--- src/thfd_pkg.sv ---
// Package for the tagged-header frame deframer.
// Holds header tags, window size, mode and item codes; no dependencies.
package thfd_pkg;

    localparam int unsigned HDR_BYTES = 20;
    localparam int unsigned FILL_W    = 5;

    localparam logic [31:0] START_TAG = 32'hffff_ffff;
    localparam logic [31:0] END_TAG   = 32'hfefe_fefe;

    localparam logic MODE_HUNT = 1'b0;
    localparam logic MODE_BODY = 1'b1;

    localparam logic ACT_BYTE  = 1'b0;
    localparam logic ACT_ABORT = 1'b1;

    localparam logic KIND_HEADER = 1'b0;
    localparam logic KIND_BODY   = 1'b1;

    typedef logic [7:0] byte_t;

    typedef struct packed {
        logic [31:0] content_check;
        logic [31:0] header_check;
        logic [31:0] frame_length;
        logic [7:0]  body_byte;
    } out_data_t;

endpackage

--- src/tagged_header_frame_deframer_top.sv ---
// Tagged-header frame deframer, top level.
// Depends on thfd_pkg.
//
// channel  | dir | tdata                    | tuser  | tlast
// ---------+-----+--------------------------+--------+-----------
// s_       | in  | rx_byte                  | action | -
// m_       | out | body_byte, frame_length, | kind   | frame_last
//          |     | header_check, content_ck |        |
//
// One word per clock while s_tready is high; the header match and body count resolve in the
// cycle the word is taken, result lands in the output register.
// s_tready is high whenever the output register is empty or being drained.
// rst_n clears the mode, window fill, byte count and output valid.
module tagged_header_frame_deframer_top
    import thfd_pkg::*;
(
    input  logic         clk,
    input  logic         rst_n,
    input  logic         s_tvalid,
    output logic         s_tready,
    input  logic [7:0]   s_tdata,   // [7:0] rx_byte
    input  logic         s_tuser,   // [0] action
    output logic         m_tvalid,
    input  logic         m_tready,
    output logic [103:0] m_tdata,   // [7:0] body_byte, [39:8] frame_length,
                                    // [71:40] header_check, [103:72] content_check
    output logic         m_tuser,   // [0] kind
    output logic         m_tlast    // frame_last
);

    logic                mode_reg, mode_next;
    byte_t               win_reg [HDR_BYTES];
    byte_t               win_next [HDR_BYTES];
    byte_t               win_shift [HDR_BYTES];
    logic [FILL_W-1:0]   fill_reg, fill_next, fill_inc;
    logic [31:0]         remain_reg, remain_next, remain_dec;

    logic                m_valid_reg, m_valid_next;
    out_data_t           m_data_reg, m_data_next;
    logic                m_kind_reg, m_kind_next;
    logic                m_last_reg, m_last_next;

    logic                accept;
    logic                match;
    logic [31:0]         w_start, w_hchk, w_len, w_cchk, w_end;

    assign s_tready = !m_valid_reg || m_tready;
    assign accept   = s_tvalid && s_tready;

    always_comb
    begin
        for (int i = 0; i < HDR_BYTES - 1; i++)
        begin
            win_shift[i] = win_reg[i + 1];
        end
        win_shift[HDR_BYTES - 1] = s_tdata;
    end

    assign w_start = {win_shift[3],  win_shift[2],  win_shift[1],  win_shift[0]};
    assign w_hchk  = {win_shift[7],  win_shift[6],  win_shift[5],  win_shift[4]};
    assign w_len   = {win_shift[11], win_shift[10], win_shift[9],  win_shift[8]};
    assign w_cchk  = {win_shift[15], win_shift[14], win_shift[13], win_shift[12]};
    assign w_end   = {win_shift[19], win_shift[18], win_shift[17], win_shift[16]};

    assign fill_inc   = (fill_reg < FILL_W'(HDR_BYTES)) ? fill_reg + 1'b1 : fill_reg;
    assign match      = (fill_inc == FILL_W'(HDR_BYTES)) && (w_start == START_TAG)
                        && (w_end == END_TAG);
    assign remain_dec = (remain_reg != 32'd0) ? remain_reg - 32'd1 : remain_reg;

    always_comb
    begin
        mode_next    = mode_reg;
        win_next     = win_reg;
        fill_next    = fill_reg;
        remain_next  = remain_reg;
        m_valid_next = m_valid_reg && !m_tready;
        m_data_next  = m_data_reg;
        m_kind_next  = m_kind_reg;
        m_last_next  = m_last_reg;

        if (accept)
        begin
            if (s_tuser == ACT_ABORT)
            begin
                mode_next   = MODE_HUNT;
                fill_next   = '0;
                remain_next = '0;
                for (int i = 0; i < HDR_BYTES; i++)
                begin
                    win_next[i] = '0;
                end
            end
            else if (mode_reg == MODE_BODY)
            begin
                m_valid_next = 1'b1;
                m_kind_next  = KIND_BODY;
                m_data_next  = '{content_check: '0, header_check: '0,
                                 frame_length: '0, body_byte: s_tdata};
                m_last_next  = (remain_dec == 32'd0);
                remain_next  = remain_dec;
                if (remain_dec == 32'd0)
                begin
                    mode_next = MODE_HUNT;
                    fill_next = '0;
                    for (int i = 0; i < HDR_BYTES; i++)
                    begin
                        win_next[i] = '0;
                    end
                end
            end
            else if (match)
            begin
                m_valid_next = 1'b1;
                m_kind_next  = KIND_HEADER;
                m_data_next  = '{content_check: w_cchk, header_check: w_hchk,
                                 frame_length: w_len, body_byte: '0};
                m_last_next  = (w_len == 32'd0);
                fill_next    = '0;
                remain_next  = w_len;
                mode_next    = (w_len == 32'd0) ? MODE_HUNT : MODE_BODY;
                for (int i = 0; i < HDR_BYTES; i++)
                begin
                    win_next[i] = '0;
                end
            end
            else
            begin
                win_next  = win_shift;
                fill_next = fill_inc;
            end
        end
    end

    always_ff @(posedge clk or negedge rst_n)
    begin
        if (!rst_n)
        begin
            mode_reg    <= MODE_HUNT;
            fill_reg    <= '0;
            remain_reg  <= '0;
            m_valid_reg <= 1'b0;
            for (int i = 0; i < HDR_BYTES; i++)
            begin
                win_reg[i] <= '0;
            end
        end
        else
        begin
            mode_reg    <= mode_next;
            fill_reg    <= fill_next;
            remain_reg  <= remain_next;
            m_valid_reg <= m_valid_next;
            win_reg     <= win_next;
        end
    end

    always_ff @(posedge clk)
    begin
        m_data_reg <= m_data_next;
        m_kind_reg <= m_kind_next;
        m_last_reg <= m_last_next;
    end

    assign m_tvalid = m_valid_reg;
    assign m_tdata  = m_data_reg;
    assign m_tuser  = m_kind_reg;
    assign m_tlast  = m_last_reg;

endmodule
--- config.mk ---
export PLATFORM = sky130hd
export DESIGN_NAME = tagged_header_frame_deframer_top
export DESIGN_NICKNAME = d
export VERILOG_FILES = /design/src/thfd_pkg.sv /design/src/tagged_header_frame_deframer_top.sv
export SDC_FILE = /design/constraint.sdc
export NUM_CORES = 1
export LEC_CHECK = 0
export BUFFER_PORTS_ARGS = -buffer_cell sky130_fd_sc_hd__buf_2
export CAP_MARGIN = 20
export CORE_MARGIN = 4
export CORE_UTILIZATION = 40
export DETAILED_ROUTE_END_ITERATION = 8
export GPL_TIMING_DRIVEN = 0
export HOLD_SLACK_MARGIN = 0.12
export PLACE_DENSITY = 0.65
export SYNTH_ARGS = -nofsm -noshare
export SYNTH_HDL_FRONTEND = slang
export SYNTH_SLANG_ARGS = --single-unit
export TNS_END_PERCENT = 20
--- constraint.sdc ---
create_clock -name clk -period 5 [get_ports clk]
set_clock_uncertainty 0.15 [all_clocks]
set_input_delay 0.75 -clock clk [delete_from_list [all_inputs] [get_ports clk]]
set_output_delay 0.75 -clock clk [all_outputs]
set_load 0.1 [all_outputs]
Word-level counts from Yosys, hierarchy flattened:

Cells that the tools add are included.

* equality and inequality tests: 4
* add/subtract/negate cells: 2
* multiplexer cells: 27
* bitwise gates (word level): 1
* $lt $le $gt $ge: 1
* reductions and logical operators: 15

Operators with widths (number)
* two-way mux 152 bit: 4
* two-way mux 32 bit: 4
* two-way mux 104 bit: 1
* == test 32 bit (second input constant): 2
* zero test 32 bit: 2
* nonzero test 32 bit: 1
* subtractor 32 x 1 -> 32 bit (second input constant): 1
* two-way mux 5 bit: 5
* two-way mux 1 bit: 12
* two-way mux 8 bit: 1
* adder 5 x 1 -> 5 bit (second input constant): 1
* == test 5 bit (second input constant): 1
* less-than comparator 5 bit (second input constant): 1
* logical AND 1 bit: 4
* AND reduction 2 bit: 2
* inequality test 3 x 2 -> 1 bit (second input constant): 1
* AND reduction 3 bit: 1
* nonzero test 3 bit: 1
* zero test 1 bit: 2
* nonzero test 2 bit: 1
* logical OR 1 bit: 1
* NOT 1 bit: 1

* word-level logic and storage cells: 79
* bits of input ports: 13
* register bits after elaboration: 297

Longest topological paths before layout:

Gate-level depths: netlist of run 1.

* word-level depth: 9
* gate-level depth with buffers: 15
* mapped depth without buffers: 10

Worst setup path after synthesis of run 1:

OpenSTA, ideal clock, no wires.

* path type: register -> register
* start point: reg m_valid_reg (netlist: m_tvalid)
* end point: reg m_data_reg, in the netlist m_tdata[0] (enable)
* arrival: 4.587 ns
* setup time: 0.460 ns
* cell stages (with the launch flop): 5
* path slack: -0.197 ns
* path through: dfrtp_1 nand2b_1 nand2_1 or3_1 inv_1

* word-level cells in the longest chain between the ends: 4

Ends and longest elaborated chain
* from (decl): RTL line tagged_header_frame_deframer_top.sv:38 `logic m_valid_reg, m_valid_next;`
* from (signal assigned): RTL line tagged_header_frame_deframer_top.sv:152 `m_valid_reg <= m_valid_next;`
* zero test 1 bit: RTL line tagged_header_frame_deframer_top.sv:47 `assign s_tready = !m_valid_reg || m_tready;`
* logical OR 1 bit: RTL line tagged_header_frame_deframer_top.sv:47
* net s_tready: RTL line tagged_header_frame_deframer_top.sv:20 `output logic s_tready,`
* logical AND 1 bit: RTL line tagged_header_frame_deframer_top.sv:48 `assign accept = s_tvalid && s_tready;`
* AND reduction 3 bit (no line)
* to (signal assigned): RTL line tagged_header_frame_deframer_top.sv:159 `m_data_reg <= m_data_next;`
* to (decl): RTL line tagged_header_frame_deframer_top.sv:39 `out_data_t m_data_reg, m_data_next;`

The timed path passes the listed nets, and every way through them passes these cells.
A chain may end at the register's enable or synchronous reset.

Worst setup path after layout of run 1:

* start point: reg remain_reg[0]
* end point: reg win_reg, in the netlist w_hchk[13]

* word-level cells in the longest chain between the ends: 5
* elaborated cells between the ends (all ways): 6
* classes of those cells: add/sub (1); eq/ne (1); mux (1); reduce/logical (3)

Ends and longest elaborated chain
* from (decl): RTL line tagged_header_frame_deframer_top.sv:36 `logic [31:0] remain_reg, remain_next, remain_dec;`
* from (signal assigned): RTL line tagged_header_frame_deframer_top.sv:151 `remain_reg <= remain_next;`
* subtractor 32 x 1 -> 32 bit or nonzero test 32 bit (tied branches): RTL line tagged_header_frame_deframer_top.sv:68 `assign remain_dec = (remain_reg != 32'd0) ? remain_reg - 32'd1 : remain_reg;`
* two-way mux 32 bit *: RTL line tagged_header_frame_deframer_top.sv:68
* zero test 32 bit *: RTL line tagged_header_frame_deframer_top.sv:101 `if (remain_dec == 32'd0)`
* inequality test 3 x 2 -> 1 bit (no line) *
* AND reduction 2 bit (no line) *
* to (signal assigned): RTL line tagged_header_frame_deframer_top.sv:153 `win_reg <= win_next;`
* to (decl): RTL line tagged_header_frame_deframer_top.sv:32 `byte_t win_reg [HDR_BYTES];`

Mark *: on every way between the ends. The rest lies on a longest branch, timed or not.

==> summary.txt, run 1 <==
Clocking
  – CTS max path bufs: 3
  – CTS tree: built
  – Post_cts resized: 0
  – CTS H-tree lvls: 2
  – Skew-Pair Late Insertion Delay: around 0.53 ns
  – Clock Sink Count: 297
  – Hold buffer count at CTS: 0
  – Clock slew at reported path FFs: 0.06 ns
  – Number of CTS-inserted buffers: 34
  – Clock root cell: clkbuf_16
  – Post-CTS setup buffer count: 0

Worst setup path
  – Crit path kind: reg2reg
  – Worst-path fanout max: 10
  – Critical path startpoint category: flop
  – Setup crit end kind: flop
  – CP Data Arrival Time: 4.82 ns
  – Worst R2R Setup Slack: ~0.43 ns
  – R2R Path Start: remain_reg[0]$_DFFE_PN0P_
  – Required time worst endpoint: 5.25 ns
  – R2r endpoint: w_hchk[13]$_DFFE_PN0P_
  – Reg2Reg Depth: 14

Global route
  – Total GRT Usage: 0.2004
  – Global-route wire length before repair: roughly 59 mm
  – Aggregate global routing overflow: 0
  – Pin count of the biggest net entering global routing: about 100
  – Initial antenna violation count: 1
  – Vias in the first global route: about 10000

STA
  – RSZ-0062 raised after global routing: no
  – Post-route setup slack: 0.4277 ns
  – Final Cycle Share: 0.9145
  – Measured slew at the worst slew-check pin: roughly 1.0 ns
  – Fmax: about 220 MHz
  – Minimum clock period: ~4.6 ns
  – Min Hold Slack: ~0.13 ns
  – # setup viols final: 0
  – Final hold viol count: 0
  – Max-slew headroom: 0.3250
  – Max Transition Viols Final: 0

Power and ir drop
  – Fraction of power spent switching nets: 0.2496
  – Switch Pwr: approximately 1.4 mW
  – Power Dens Cells: 346.9 nW/um^2
  – Internal power: ~4.2 mW
  – Leak Pwr: 6.307 nW
  – Gate power share: 0.094
  – Worst VDD drop: approximately 210 uV
  – Flop pwr share: 0.463
  – Clk pwr share: 0.443

Drt
  – Wire per inst: 19.22 um
  – Via count: ~11000
  – DRC Markers: 0
  – Antenna viol nets, final: 0
  – DR iter-0 viols: about 1100
  – Final WL: 37.54 mm
  – Vias per cell: between 5 and 6
  – Pre-antenna DRT Iters: 6

Final layout
  – P&R area growth vs syn: 17.26%
  – Layout cell share with drive strength beyond 1: 0.1370
  – Max reg flops: roughly 100
  – Nets: roughly 1500

Synth
  – Register area share after synthesis: 0.5840
  – Syn_area_per_cell: a little over 10 um^2
  – Cells after synthesis: 1320
  – Post-synth EDFFs: 106
  – Ys Warns: 0
  – Synth area leaders: dfrtp_1 35%, edfxtp_1 23%, a22oi_1 8.4%
  – Mapped cell area: about 14000 um^2
  – #FFs+latches synth: 297
  – Syn Nets: between 1000 and 1500
  – Yosys top cell area share: 0.3505
  – Ys async rst share: 0.6431
  – Yosys cell types: 64
  – Cell accounting for the most synthesized area: dfrtp_1
  – Most used flip-flop cell after synthesis: dfrtp_1

Placement
  – Number of I/O port buffers: ~120
  – Hpwl dp: roughly 26 mm
  – Pre-CTS setup slack: approximately 0.52 ns
  – GPL Wtd Cong: 0.9167

Floorplan
  – Starting density of the core: 0.4056
  – DIE AREA: 37110 um^2
  – Row cnt: 67
  – DIE WIDTH: around 190 um
  – Number of I/O pins: about 120
  – Core Region: between 30000 and 40000 um^2
  – Die Height: approximately 190 um

Worst hold path
  – Hold Crit Class: in2async

Run status
  – Status: finished, final reports clean

Flow run
  – Max cap viols: 0
## Yosys cell counts, types with 3 or more instances
library cell	count
nor3_1	24
nor2b_1	99
a22oi_1	153
o31ai_1	9
a21o_1	3
o21ai_1	154
nor2_1	28
xnor2_1	10
nor4_1	22
a211oi_1	3
o41ai_1	6
nand4b_1	5
clkbuf_1	88
ha_1	3
nand4_1	21
xor2_1	7
nand3_1	6
buf_4	5
o21a_1	4
edfxtp_1	106
o21ai_0	41
dfrtp_1	191
or2_2	3
or3_1	18
a21oi_1	29
and2_1	8
nand2b_1	3
buf_2	19
inv_1	5
nand2_1	197
or4_1	8
## layer usage
layer	wire [um]	vias up	track usage	share of wire
li1	-	5172	-	-
met1	16360	5470	0.2814	0.44
met2	18240	343	0.3241	0.49
met3	1996	60	0.02858	0.053
met4	938	0	0.06089	0.025
met5	0	-	0	0
## logic make-up after synthesis
| group | synth area share |
|---|---|
| XOR/XNOR | 0.01092 |
| flip-flops | 0.5840 |
| AND/OR/NAND/NOR | 0.1675 |
| AO/OA/AOI/OAI | 0.1977 |
| adder cells (fa/ha/maj) | 0.002753 |
| buffers and inverters | 0.03560 |
| multiplexers | 0.001560 |
## how the worst max path moves through the flow
stage,start,end,slack (ns),cells after the start
6_report,remain_reg[0]$_DFFE_PN0P_,w_hchk[13]$_DFFE_PN0P_,0.43,14
2_1_floorplan,m_tvalid$_DFF_PN0_,m_tdata[0]$_SDFFCE_PN0P_,0.38,4
3_5_place_dp,remain_reg[0]$_DFFE_PN0P_,w_end[7]$_DFFE_PN0P_,0.52,14
4_1_cts,remain_reg[0]$_DFFE_PN0P_,w_hchk[13]$_DFFE_PN0P_,0.51,14
5_1_grt,remain_reg[0]$_DFFE_PN0P_,w_hchk[9]$_DFFE_PN0P_,0.27,15
3_3_place_gp,rst_n,w_hchk[3]$_DFFE_PN0P_,-0.32,1
## worst max-delay path, cell delays in order (launching register included)
cell       delay [ns]
dfrtp_1          0.35
clkbuf_1         0.20
inv_1            0.13
ha_1             0.23
or3b_1           0.36
clkbuf_1         0.18
or4_1            0.52
or3_1            0.42
o31a_1           0.33
a2111oi_1        0.32
nand4_1          0.35
nor2_1           0.21
buf_2            0.29
buf_2            0.30
o21ai_1          0.11
## stage by stage
stage | std cells | utilization | instance area (um^2) | setup TNS [ns] | power [mW]
after global routing | 1953 | 0.4756 | 15990 | 0 | 5.765
after detailed placement | 1890 | 0.4424 | 14870 | 0 | 3.130
after global placement | 1887 | 0.4401 | 14800 | -58.38 | 3.122
final | 1953 | 0.4756 | 15990 | 0 | 5.547
after floorplan | 1320 | - | 13640 | 0 | 2.953
after CTS | 1952 | 0.4756 | 15990 | 0 | 5.592
## cell usage in the layout (no fill, tap or decap), types with 3 or more instances in the layout
cell and instances:
nand2_1 197, dfrtp_1 191, o21ai_1 154, a22oi_1 153
buf_2 137, edfxtp_1 106, nor2b_1 99, clkbuf_1 96
o21ai_0 41, clkbuf_16 35, a21oi_1 29, nor2_1 28
nor3_1 24, nor4_1 22, nand4_1 21, or3_1 18
xnor2_1 10, o31ai_1 9, or4_1 8, and2_1 8
xor2_1 7, nand3_1 6, o41ai_1 6, nand4b_1 5
buf_4 5, clkinv_2 5, inv_1 4, clkinv_1 4
o21a_1 4, clkbuf_8 4, nand2b_1 3, or2_2 3
a211oi_1 3, clkinvlp_4 3, a21o_1 3, ha_1 3
## area by class of cell
| class | instances | area, um^2 |
|---|---|---|
| buffer | 112 | 462.9 |
| antenna | 1 | 2.502 |
| inverter | 6 | 26.28 |
| fill | 3118 | 17630 |
| clock buffer | 47 | 960.9 |
| multi-input combinational | 905 | 5187 |
| tap | 448 | 560.5 |
| clock inverter | 15 | 152.6 |
| timing repair buffer | 122 | 673.1 |
| sequential | 297 | 7963 |
## power by group through the flow
stage / Combinational (mW) / Clock (mW) / Sequential (mW)
CTS: 0.516 / 2.51 / 2.57
global placement: 0.507 / 0 / 2.61
detailed placement: 0.514 / 0 / 2.62
global route: 0.568 / 2.63 / 2.57
floorplan: 0.348 / 0 / 2.60
finish: 0.521 / 2.46 / 2.57
Power figures use the tool's default switching activity.
==> run 2, diff against run 1 <==
--- a/config.mk
+++ b/config.mk
@@ -7,7 +7,6 @@
 export LEC_CHECK = 0
 export BUFFER_PORTS_ARGS = -buffer_cell sky130_fd_sc_hd__buf_2
 export CAP_MARGIN = 20
-export CORE_MARGIN = 4
 export CORE_UTILIZATION = 40
 export DETAILED_ROUTE_END_ITERATION = 8
 export GPL_TIMING_DRIVEN = 0
==> constraint.sdc (replaced) <==
create_clock -name clk -period 5 [get_ports clk]
set_clock_uncertainty 0.15 [all_clocks]
set_input_delay 0.5 -clock clk [delete_from_list [all_inputs] [get_ports clk]]
set_output_delay 0.5 -clock clk [all_outputs]
set_load 0.1 [all_outputs]
==> run 2 against run 1 <==
Utilization grew 0.44 points. Maximum frequency rose by 3.1%. Largest cell class unchanged. Die area is 6.1% lower. Total power is 1.2% higher. Hold slack worse by 0.0017 ns. Non-clock buffer count is 8 higher. Wire length down 0.38%. Final area increased by 0.67%. Sequential power barely moved.
==> summary.txt, run 2 (synthesis results as in run 1) <==
Run status
  – Status: finished, final reports clean

Global route
  – GRT busiest layer: met2
  – Met3 GRT Util: 0.04081
  – Initial antenna violation count: 1
  – Vias in the first global route: between 10000 and 15000
  – Aggregate global routing overflow: 0
  – Global-route wire length before repair: ~60 mm
  – Total GRT Usage: 0.2108
  – Routing usage on met2: 0.3509
  – M1 GR Usage: 0.2767
  – Pin count of the biggest net entering global routing: about 110

Final layout
  – Commonest non-fill, non-tap cells in the layout: 197 x nand2_1, 191 x dfrtp_1, 154 x o21ai_1, 153 x a22oi_1, 137 x buf_2
  – Max reg flops: between 100 and 150
  – Diode count: 0
  – Fillcell total: between 3000 and 4000
  – Nets: 1502
  – Commonest non-fill, non-tap cell in the layout: nand2_1
  – Layout cell share with drive strength beyond 1: 0.1356
  – Finished Core Util: 0.4800
  – P&R area growth vs syn: 18.05%
  – Non-Filler Instances: between 1500 and 2000

Drt
  – Pre-antenna DRT Iters: 5
  – DR iter-0 viols: between 1000 and 1500
  – Antenna viol nets, final: 0
  – Wire per inst: 19.08 um
  – DRC Markers: 0
  – Vias per cell: 5.718
  – Final WL: ~37 mm
  – Via count: between 10000 and 15000

Clocking
  – CTS tree: built
  – CTS H-tree lvls: 2
  – CTS max path bufs: 3
  – Clock Sink Count: a little under 300
  – Number of CTS-inserted buffers: 34
  – Clock root cell: clkbuf_16
  – Post_cts resized: 0
  – Hold buffer count at CTS: 7
  – Skew-Pair Late Insertion Delay: around 0.52 ns
  – Clock slew at reported path FFs: approximately 0.060 ns
  – Post-CTS setup buffer count: 0

Worst setup path
  – R2R Path Start: remain_reg[0]$_DFFE_PN0P_
  – Critical path startpoint category: flop
  – Setup crit end kind: flop
  – Required time worst endpoint: 5.25 ns
  – R2r endpoint: w_hchk[10]$_DFFE_PN0P_
  – Worst-path fanout max: 10
  – Critical Path End: w_hchk[10]$_DFFE_PN0P_
  – Setup crit start: remain_reg[0]$_DFFE_PN0P_
  – Crit path kind: reg2reg
  – CP Data Arrival Time: 4.68 ns
  – Worst R2R Setup Slack: about 0.57 ns
  – Reg2Reg Depth: 14

STA
  – RSZ-0062 raised after global routing: no
  – Final Cycle Share: 0.8869
  – Final hold viol count: 0
  – Measured slew at the worst slew-check pin: about 1 ns
  – Max-slew headroom: 0.3373
  – Max Transition Viols Final: 0
  – # setup viols final: 0
  – Fmax: roughly 230 MHz
  – Min Hold Slack: ~0.13 ns
  – Minimum clock period: roughly 4.4 ns

Placement
  – # placed instances: approximately 1900
  – GPL Wtd Cong: 0.9377
  – Number of I/O port buffers: about 120
  – Hpwl dp: 25.94 mm

Floorplan
  – Row cnt: 67
  – Core Region: between 30000 and 40000 um^2
  – DIE WIDTH: roughly 190 um
  – Number of I/O pins: 121
  – Starting density of the core: 0.4066
  – DIE AREA: between 30000 and 40000 um^2
  – Die Height: approximately 190 um

Power and ir drop
  – Leak Pwr: 6.349 nW
  – Power Dens Cells: roughly 350 nW/um^2
  – Worst VDD drop: 221.4 uV

Flow run
  – Max cap viols: 0

Worst hold path
  – Hold Crit Class: in2reg
-- run 2: cell count changes in the layout (fill, tap and decap cells not counted) --
cell / before / now
clkinv_4: 1 / 0
clkinv_1: 4 / 5
bufinv_16: 2 / 3
clkinv_2: 5 / 2
buf_12: 2 / 3
diode_2: 1 / 0
dlygate4sd3_1: 0 / 7
inv_4: 0 / 1
clkbuf_1: 96 / 97
-- run 2: layer usage --
layer / up-vias / wire (um)
li1: 5183 / -
met1: 5502 / 15750
met2: 433 / 18120
met3: 90 / 2430
met4: 0 / 1103
met5: - / 0
-- run 2: stage by stage --
| stage | TNS [ns] | worst slack (ns) | power [mW] | instance area, um^2 |
|---|---|---|---|---|
| after floorplan | 0 | 0.3801 | 2.953 | 13640 |
| after global placement | -12.03 | -0.07753 | 3.114 | 14800 |
| after detailed placement | 0 | 0.6352 | 3.125 | 14890 |
| after CTS | 0 | 0.6285 | 5.647 | 16100 |
| after global routing | 0 | 0.3290 | 5.795 | 16100 |
| final | 0 | 0.5656 | 5.614 | 16100 |
-- run 2: report_power, final --
part           switching, mW  leakage (nW)  internal [mW]
registers             0.0309          3.50           2.54
logic                  0.353          2.30          0.169
clock network           1.01         0.546           1.51
total                   1.40          6.35           4.22
-- run 2: worst max-delay path: stages (launching register included) --
cell       delay [ns]
dfrtp_1          0.36
clkbuf_1         0.19
inv_1            0.12
ha_1             0.22
or3b_1           0.35
clkbuf_1         0.18
or4_1            0.48
or3_1            0.40
o31a_1           0.31
a2111oi_1        0.32
nand4_1          0.35
nor2_1           0.21
buf_2            0.27
buf_2            0.28
o21ai_1          0.12
-- run 2: worst min-delay path by stage --
stage	cells past startpoint	start	slack [ns]	to
after CTS	3	s_tdata[6]	0.12	w_end[22]$_DFFE_PN0P_
after floorplan	0	rst_n	0.05	fill_reg[0]$_DFFE_PN0P_
after global routing	3	s_tdata[6]	0.14	w_end[22]$_DFFE_PN0P_
after detailed placement	2	remain_reg[30]$_DFFE_PN0P_	0.38	remain_reg[30]$_DFFE_PN0P_
after global placement	2	w_start[4]$_DFFE_PN0P_	0.37	w_start[4]$_DFFE_PN0P_
final	3	s_tdata[6]	0.13	w_end[22]$_DFFE_PN0P_
-- run 2: cell type report --
| class | count | area (um^2) | share of cell area |
|---|---|---|---|
| Buffer | 112 | 462.9 | 0.02876 |
| Multi-Input combinational cell | 905 | 5187 | 0.3223 |
| Timing Repair Buffer | 130 | 763.2 | 0.04742 |
| Sequential cell | 297 | 7963 | 0.4947 |
| Clock buffer | 48 | 964.7 | 0.05993 |
| Tap cell | 448 | 560.5 | 0.03482 |
| Clock inverter | 14 | 168.9 | 0.01049 |
| Inverter | 6 | 26.28 | 0.001632 |
==> run 3, diff against run 2 <==
--- a/config.mk
+++ b/config.mk
@@ -11,7 +11,7 @@
 export DETAILED_ROUTE_END_ITERATION = 8
 export GPL_TIMING_DRIVEN = 0
 export HOLD_SLACK_MARGIN = 0.12
-export PLACE_DENSITY = 0.65
+export PLACE_DENSITY = 0.7
 export SYNTH_ARGS = -nofsm -noshare
 export SYNTH_HDL_FRONTEND = slang
 export SYNTH_SLANG_ARGS = --single-unit
==> run 3 against run 2 <==
Total power down 0.68%. Clock power shrank 2%. Sequential power barely moved. Register-to-register slack worse by 0.07 ns. Sequential cell count is the same. Utilization grew 0.060 points. Critical endpoint is now w_hchk[8]$_DFFE_PN0P_. Largest cell class unchanged.
==> summary.txt, run 3 (synthesis results as in run 1) <==
Floorplan
  – Starting density of the core: 0.4066
  – Core Region: about 34000 um^2
  – Die Height: 186.6 um
  – Row cnt: 67
  – Number of I/O pins: 121
  – DIE WIDTH: between 150 and 200 um
  – DIE AREA: between 30000 and 40000 um^2

Clocking
  – CTS max path bufs: 3
  – CTS H-tree lvls: 2
  – Clock Sink Count: around 300
  – Number of CTS-inserted buffers: 34
  – Post-CTS setup buffer count: 0
  – Clock root cell: clkbuf_16
  – CTS tree: built
  – Skew-Pair Late Insertion Delay: ~0.53 ns
  – Clock slew at reported path FFs: around 0.060 ns

Drt
  – Wire per inst: around 19 um
  – Antenna viol nets, final: 0
  – Vias per cell: around 5.7
  – DR iter-0 viols: between 1000 and 1500
  – DRC Markers: 0
  – Pre-antenna DRT Iters: 6
  – Via count: roughly 11000
  – Final WL: 37.10 mm

STA
  – Max Transition Viols Final: 0
  – Post-route setup slack: 0.4950 ns
  – Min Hold Slack: 0.2569 ns
  – Max-slew headroom: 0.3082
  – Minimum clock period: between 4 and 5 ns
  – # setup viols final: 0
  – Final TNS setup: 0 ns
  – Fmax: approximately 220 MHz
  – Final Cycle Share: 0.9010
  – RSZ-0062 raised after global routing: no
  – Measured slew at the worst slew-check pin: between 1 and 1.5 ns
  – Final hold viol count: 0

Worst setup path
  – CP Data Arrival Time: about 4.8 ns
  – Critical path startpoint category: flop
  – Crit-path cells: clkbuf_1, inv_1, ha_1, or3b_1, clkbuf_1, or4_1, or3_1, o31a_1, a2111oi_1, nand4_1, nor2_1, buf_2, buf_2, o21ai_1
  – Required time worst endpoint: ~5.2 ns
  – Crit path kind: reg2reg
  – Worst-path fanout max: 10
  – Max stage delay on crit path: roughly 0.5 ns
  – Slowest CP cell: or4_1
  – Setup crit end kind: flop

Worst hold path
  – Hold Crit Class: in2reg

Power and ir drop
  – Leak Pwr: about 6.4 nW
  – Power Dens Cells: 346.0 nW/um^2
  – PnR Total Power: 5.576 mW
  – Worst VDD drop: about 190 uV

Global route
  – Vias in the first global route: 10710
  – Initial antenna violation count: 1
  – Aggregate global routing overflow: 0
  – Total GRT Usage: 0.2102
  – Global-route wire length before repair: ~59 mm
  – Pin count of the biggest net entering global routing: slightly below 100

Run status
  – Status: finished, final reports clean

Placement
  – Post-DP Area: approximately 15000 um^2
  – GPL Wtd Cong: 0.9411
  – Number of I/O port buffers: 119
  – Pre-CTS setup slack: 0.6204 ns
  – Hpwl dp: 25.77 mm

Final layout
  – Commonest non-fill, non-tap cell in the layout: nand2_1
  – Max reg flops: roughly 100
  – Commonest non-fill, non-tap cells in the layout: 197 x nand2_1, 191 x dfrtp_1, 154 x o21ai_1, 153 x a22oi_1, 137 x buf_2
  – Layout cell share with drive strength beyond 1: 0.1374
  – P&R area growth vs syn: 18.20%
  – Fillcell total: roughly 3100
  – Fin area: 16120 um^2
  – Nets: 1504

Flow run
  – Max cap viols: 0
run 3: repair_timing:
action | CTS | global route
resized for setup | 0 | 0
hold endpoints to repair | 101 | 0
hold buffers | 9 | 0
run 3: final cells by class:
class,count,area [um^2],area share
flip-flops and latches,297,7963,0.4941
multi-input cells,905,5187,0.3219
clock buffers,48,984.7,0.06110
repair buffers,132,783.3,0.04860
well taps,448,560.5,0.03478
plain buffers,112,462.9,0.02872
clock inverters,14,146.4,0.009083
inverters,6,26.28,0.001630
diodes,1,2.502,0.0001553
run 3: report_power, final:
part,internal (mW),switching [mW]
Clock,1.49,0.996
Sequential,2.54,0.0317
Combinational,0.170,0.353
run 3: through the flow:
step           utilization  instances
2_1_floorplan            -       1320
3_3_place_gp        0.4412       1887
3_5_place_dp        0.4441       1891
4_1_cts             0.4806       1962
5_1_grt             0.4806       1963
6_report            0.4806       1963
run 3: worst max-delay path: cells and delay by family, from the launching register on:
family                     cells  cell delay [ns]
AOI/OAI and AO/OA              3             0.76
adders and majority gates      1             0.22
buffers and inverters          5             1.04
DFF                            1             0.36
and+or+nand+nor                5             1.84
run 3: worst paths after layout:
kind                                      startpoint  slack [ns]  cells past startpoint                    endpoint
max in group asynchronous                      rst_n        3.28                      3      w_start[3]$_DFFE_PN0P_
min                                          s_tuser        0.26                      2   remain_reg[5]$_DFFE_PN0P_
max reg2reg                remain_reg[0]$_DFFE_PN0P_        0.49                     14       w_hchk[8]$_DFFE_PN0P_
min reg2reg                   w_start[5]$_DFFE_PN0P_        0.39                      2      w_start[5]$_DFFE_PN0P_
max                        remain_reg[0]$_DFFE_PN0P_        0.49                     14       w_hchk[8]$_DFFE_PN0P_
min in group asynchronous                      rst_n        0.47                      2  remain_reg[21]$_DFFE_PN0P_
run 3: metal layers:
metal	wire length, um	vias up	global-route usage
li1	-	5190	-
met2	17960	413	0.3466
met4	998	0	0.07440
met1	16110	5588	0.2824
met5	0	-	0
met3	2034	76	0.03141
